==> src/hipt_ram.sv <==
// Generic single-port-write, single-port-read RAM with a registered read.
module hipt_ram #(
  parameter int unsigned Width = 32,
  parameter int unsigned Depth = 16
) (
  input  logic                     clk,
  input  logic                     we,
  input  logic [$clog2(Depth)-1:0] waddr,
  input  logic [Width-1:0]         wdata,
  input  logic [$clog2(Depth)-1:0] raddr,
  output logic [Width-1:0]         rdata
);
  logic [Width-1:0] mem [Depth];

  always_ff @(posedge clk) begin
    if (we) begin
      mem[waddr] <= wdata;
    end
    rdata <= mem[raddr];
  end
endmodule

==> config.mk <==
export PLATFORM = sky130hd
export DESIGN_NAME = hipt_ram
export DESIGN_NICKNAME = d
export VERILOG_FILES = /design/src/hipt_ram.sv
export SDC_FILE = /design/constraint.sdc
export NUM_CORES = 1
export LEC_CHECK = 0
export BUFFER_PORTS_ARGS = -buffer_cell sky130_fd_sc_hd__buf_2
export CAP_MARGIN = 0
export CORE_UTILIZATION = 35
export CTS_BUF_LIST = sky130_fd_sc_hd__clkbuf_4 sky130_fd_sc_hd__clkbuf_8
export CTS_CLUSTER_SIZE = 14
export DETAILED_ROUTE_END_ITERATION = 7
export PLACE_DENSITY = 0.56
export SLEW_MARGIN = 30
export SYNTH_ARGS = -nofsm -noshare
export SYNTH_HDL_FRONTEND = slang
export SYNTH_SLANG_ARGS = --single-unit
export TNS_END_PERCENT = 5
==> constraint.sdc <==
create_clock -name clk -period 9.6 [get_ports clk]
set_input_delay 2.88 -clock clk [delete_from_list [all_inputs] [get_ports clk]]
set_output_delay 2.88 -clock clk [all_outputs]
set_load 0.01 [all_outputs]
==> run_summary.xml <==
<?xml version="1.0" encoding="UTF-8"?>
<metrics>
  <group name="outcome">
    <metric name="run_status" unit="">finished, final reports clean</metric>
  </group>
  <group name="timing">
    <metric name="min_period" unit="ps">4572</metric>
    <metric name="slew_viol_final" unit="">0</metric>
    <metric name="max_freq" unit="GHz">0.2187</metric>
    <metric name="tightest_slew" unit="ps">927.3</metric>
    <metric name="hold_violations" unit="">0</metric>
    <metric name="fin_crit_sh" unit="%">47.63</metric>
    <metric name="finalClockSkew" unit="ps">18.21</metric>
    <metric name="timing.final.setup_violations" unit="">0</metric>
    <metric name="setup_tns" unit="ps">0</metric>
    <metric name="unrepaired_setup_endpoints_after_global_routing" unit="">no</metric>
    <metric name="slew_headroom" unit="%">38.18</metric>
  </group>
  <group name="worst_setup_path">
    <metric name="kind_of_start_point_of_the_critical_path" unit="">input port</metric>
    <metric name="worstPathMaxFanout" unit="">50</metric>
    <metric name="criticalPathCategory" unit="">input port to register</metric>
    <metric name="worst_ep_arrival_time" unit="ps">5080</metric>
    <metric name="rr_worst_depth" unit="">3</metric>
    <metric name="path_depth" unit="">5</metric>
    <metric name="cp_data_required_time" unit="ps">10100</metric>
    <metric name="worst_path_max_delay_cell" unit="">buf_4</metric>
    <metric name="timing.critical_path.slowest_cell_delay" unit="ps">690</metric>
    <metric name="critPathTopFamily" unit="">buffers and inverters</metric>
    <metric name="critical_path_cell_list" unit="">clkbuf_8 -&gt; buf_4 -&gt; mux4_2 -&gt; a22oi_1 -&gt; nand2_1</metric>
    <metric name="timing.critical_path.to_type" unit="">register</metric>
    <metric name="worst-path-buf-inv" unit="">2</metric>
  </group>
  <group name="pwr">
    <metric name="leakagePower" unit="nW">7.427</metric>
    <metric name="power_spent_charging_and_discharging_nets" unit="mW">1.055</metric>
    <metric name="power.internal" unit="mW">3.907</metric>
    <metric name="combPwrFrac" unit="%">4.6</metric>
    <metric name="pwr_density" unit="nW/um^2">214.8</metric>
    <metric name="switching_share" unit="%">21.26</metric>
    <metric name="pwr-share-clk" unit="%">41.5</metric>
    <metric name="share_seq_of_total_power" unit="%">53.9</metric>
    <metric name="power.ir.vdd_worst" unit="uV">104.2</metric>
  </group>
  <group name="clocking">
    <metric name="cts-buffers-inserted" unit="">88</metric>
    <metric name="cts_max_level" unit="">3</metric>
    <metric name="postCtsSetupBuffers" unit="">0</metric>
    <metric name="clock_insertion_delay_at_the_later_pin_of_the_skew_report" unit="ps">650</metric>
    <metric name="cts_resized" unit="">0</metric>
    <metric name="cts_tree" unit="">done</metric>
    <metric name="max-clock-path-buffers" unit="">3</metric>
    <metric name="clock_sink_count" unit="">544</metric>
    <metric name="cts_hold_buf" unit="">0</metric>
    <metric name="cts.clk_slew.worst_paths" unit="ps">60</metric>
    <metric name="cts_root_buffer" unit="">clkbuf_8</metric>
  </group>
  <group name="global_route">
    <metric name="grt_overflow" unit="">0</metric>
    <metric name="grt-busiest-layer" unit="">met2</metric>
    <metric name="global_route_wire_length_before_repair" unit="mm">64.37</metric>
    <metric name="grt_max_degree" unit="">67</metric>
    <metric name="number_of_antenna_violations_at_the_first_check_in_global_routing" unit="">3</metric>
    <metric name="groute.layer.met2.usage" unit="%">23.72</metric>
    <metric name="met1_usage" unit="%">22.82</metric>
    <metric name="vias_in_the_first_global_route" unit="">9723</metric>
    <metric name="use_met3" unit="%">3.341</metric>
    <metric name="global_route.usage.total" unit="%">15.68</metric>
  </group>
  <group name="final_layout">
    <metric name="final_layout_size_suffix_gt1_share" unit="%">37.19</metric>
    <metric name="most_frequent_standard_cell_in_the_layout_excluding_fill_and_tap_cells" unit="">edfxtp_1</metric>
    <metric name="layout_common_cells" unit="">512 x edfxtp_1, 128 x mux4_2, 98 x clkbuf_8</metric>
    <metric name="fillers" unit="">4884</metric>
    <metric name="diodes" unit="">0</metric>
    <metric name="area.growth.synth_to_final" unit="%">16.36</metric>
    <metric name="layout.core_utilization" unit="%">41.61</metric>
    <metric name="final_nets" unit="">1024</metric>
  </group>
  <group name="drt">
    <metric name="routed_wire_length_per_instance" unit="um">24.13</metric>
    <metric name="drt.antenna.violating_nets" unit="">0</metric>
    <metric name="drt_iter0_drc" unit="">1013</metric>
    <metric name="detail_route.drc_violations" unit="">0</metric>
    <metric name="post_drt_via_cell_ratio" unit="">5.037</metric>
    <metric name="routed_wl" unit="mm">43.48</metric>
    <metric name="via_count" unit="">9076</metric>
    <metric name="drt-pass1-iter-count" unit="">5</metric>
  </group>
  <group name="floorplan">
    <metric name="floorplan.die.width" unit="um">240.2</metric>
    <metric name="core-area" unit="sq um">55520</metric>
    <metric name="die_area" unit="sq um">57680</metric>
    <metric name="io-pin-count" unit="">74</metric>
    <metric name="floorplan.die.height" unit="um">240.2</metric>
    <metric name="floorplan.initialDensity" unit="%">35.76</metric>
    <metric name="rows" unit="">86</metric>
  </group>
  <group name="yosys">
    <metric name="yosysTopAreaCell" unit="">edfxtp_1</metric>
    <metric name="synth.ff_latch_count" unit="">544</metric>
    <metric name="syn-instance-count" unit="">838</metric>
    <metric name="synthesized_cell_area" unit="sq um">19850</metric>
    <metric name="synth_top_cell_area_share" unit="%">77.44</metric>
    <metric name="count_of_warnings_emitted_by_yosys" unit="">0</metric>
    <metric name="synth_fp_nets" unit="">880</metric>
    <metric name="mean_syn_cell_area" unit="sq um">23.69</metric>
    <metric name="synth.distinct_cells" unit="">18</metric>
    <metric name="seq_area_frac_synth" unit="%">80.67</metric>
    <metric name="synth_area_leaders" unit="">edfxtp_1 77%, mux4_2 15%, dfxtp_1 3.2%</metric>
  </group>
  <group name="placed_design">
    <metric name="post-dp-hpwl" unit="mm">19.46</metric>
    <metric name="port_buffers" unit="">73</metric>
    <metric name="finalWeightedCongestion" unit="">0.6883</metric>
  </group>
  <group name="hold_path">
    <metric name="holdPathStages" unit="">3</metric>
    <metric name="min_path_type" unit="">register to register</metric>
  </group>
  <group name="flow_run">
    <metric name="maxCapViolations" unit="">0</metric>
  </group>
</metrics>
-- through the flow --
stage	instance area [sq um]	std cells	worst slack (ps)	power [mW]	hold slack, ps
detailed placement	21260	1640	4178	2.959	654.1
global route	23100	1802	4842	5.150	698.6
finish	23100	1802	5028	4.962	669.8
global placement	21260	1640	4238	2.955	646.7
floorplan	19850	838	3540	2.853	634.9
CTS	23100	1802	4875	5.023	661.7
-- final timing paths --
check / startpoint / slack [ps] / to
max: raddr[0] / 5030 / rdata[18]$_DFF_P_
min: mem[14][10]$_DFFE_PP_ / 670 / rdata[10]$_DFF_P_
max reg2reg: mem[2][28]$_DFFE_PP_ / 8280 / rdata[28]$_DFF_P_
min reg2reg: mem[14][10]$_DFFE_PP_ / 670 / rdata[10]$_DFF_P_
-- state kept, by name (all words and copies together) (netlist names) --
register and count:
mem 512, rdata 32
-- power by group through the flow --
stage / Clock, mW / Sequential, mW / Combinational [mW]
4_1_cts: 2.11 / 2.67 / 0.236
2_1_floorplan: 0 / 2.73 / 0.127
6_report: 2.06 / 2.67 / 0.230
3_3_place_gp: 0 / 2.72 / 0.232
5_1_grt: 2.22 / 2.68 / 0.251
3_5_place_dp: 0 / 2.72 / 0.235
-- layer usage --
metal	share of wire, %	routed length (um)
met1	46	20000
met2	47	20290
met3	5.5	2375
met4	1.8	789
met5	0.057	25
-- Yosys cell counts, drive strengths merged --
cell type / number
nand3: 1
clkbuf: 17
nand3b: 2
dfxtp: 32
and2: 1
nor2b: 2
edfxtp: 512
a22oi: 64
nor2: 13
nand2: 33
nand2b: 2
nor3: 4
or3b: 1
buf: 26
mux4: 128
-- worst register-to-register path: stages (launching register included) --
cell	delay (ps)
edfxtp_1	360
mux4_2	470
a22oi_1	230
nand2_1	130
-- cell type report --
class                   count  area, sq um  share of cell area (%)
repair buffers             97        564.3                   2.443
multi-input cells         251         3750                   16.23
well taps                 748        935.9                   4.051
flip-flops and latches    544        16020                   69.32
clock inverters            35        276.5                   1.197
clock buffers             127         1560                   6.754
-- cells by family (layout without fill, tap and decap cells) --
group	after synthesis	after routing	synth area share [%]
AOI/OAI and AO/OA	64	64	2.420
buffers and inverters	43	259	1.122
DFF	544	544	80.67
muxes	128	128	14.52
and+or+nand+nor	59	59	1.273
Note: power is estimated with default switching activity, not from simulation.
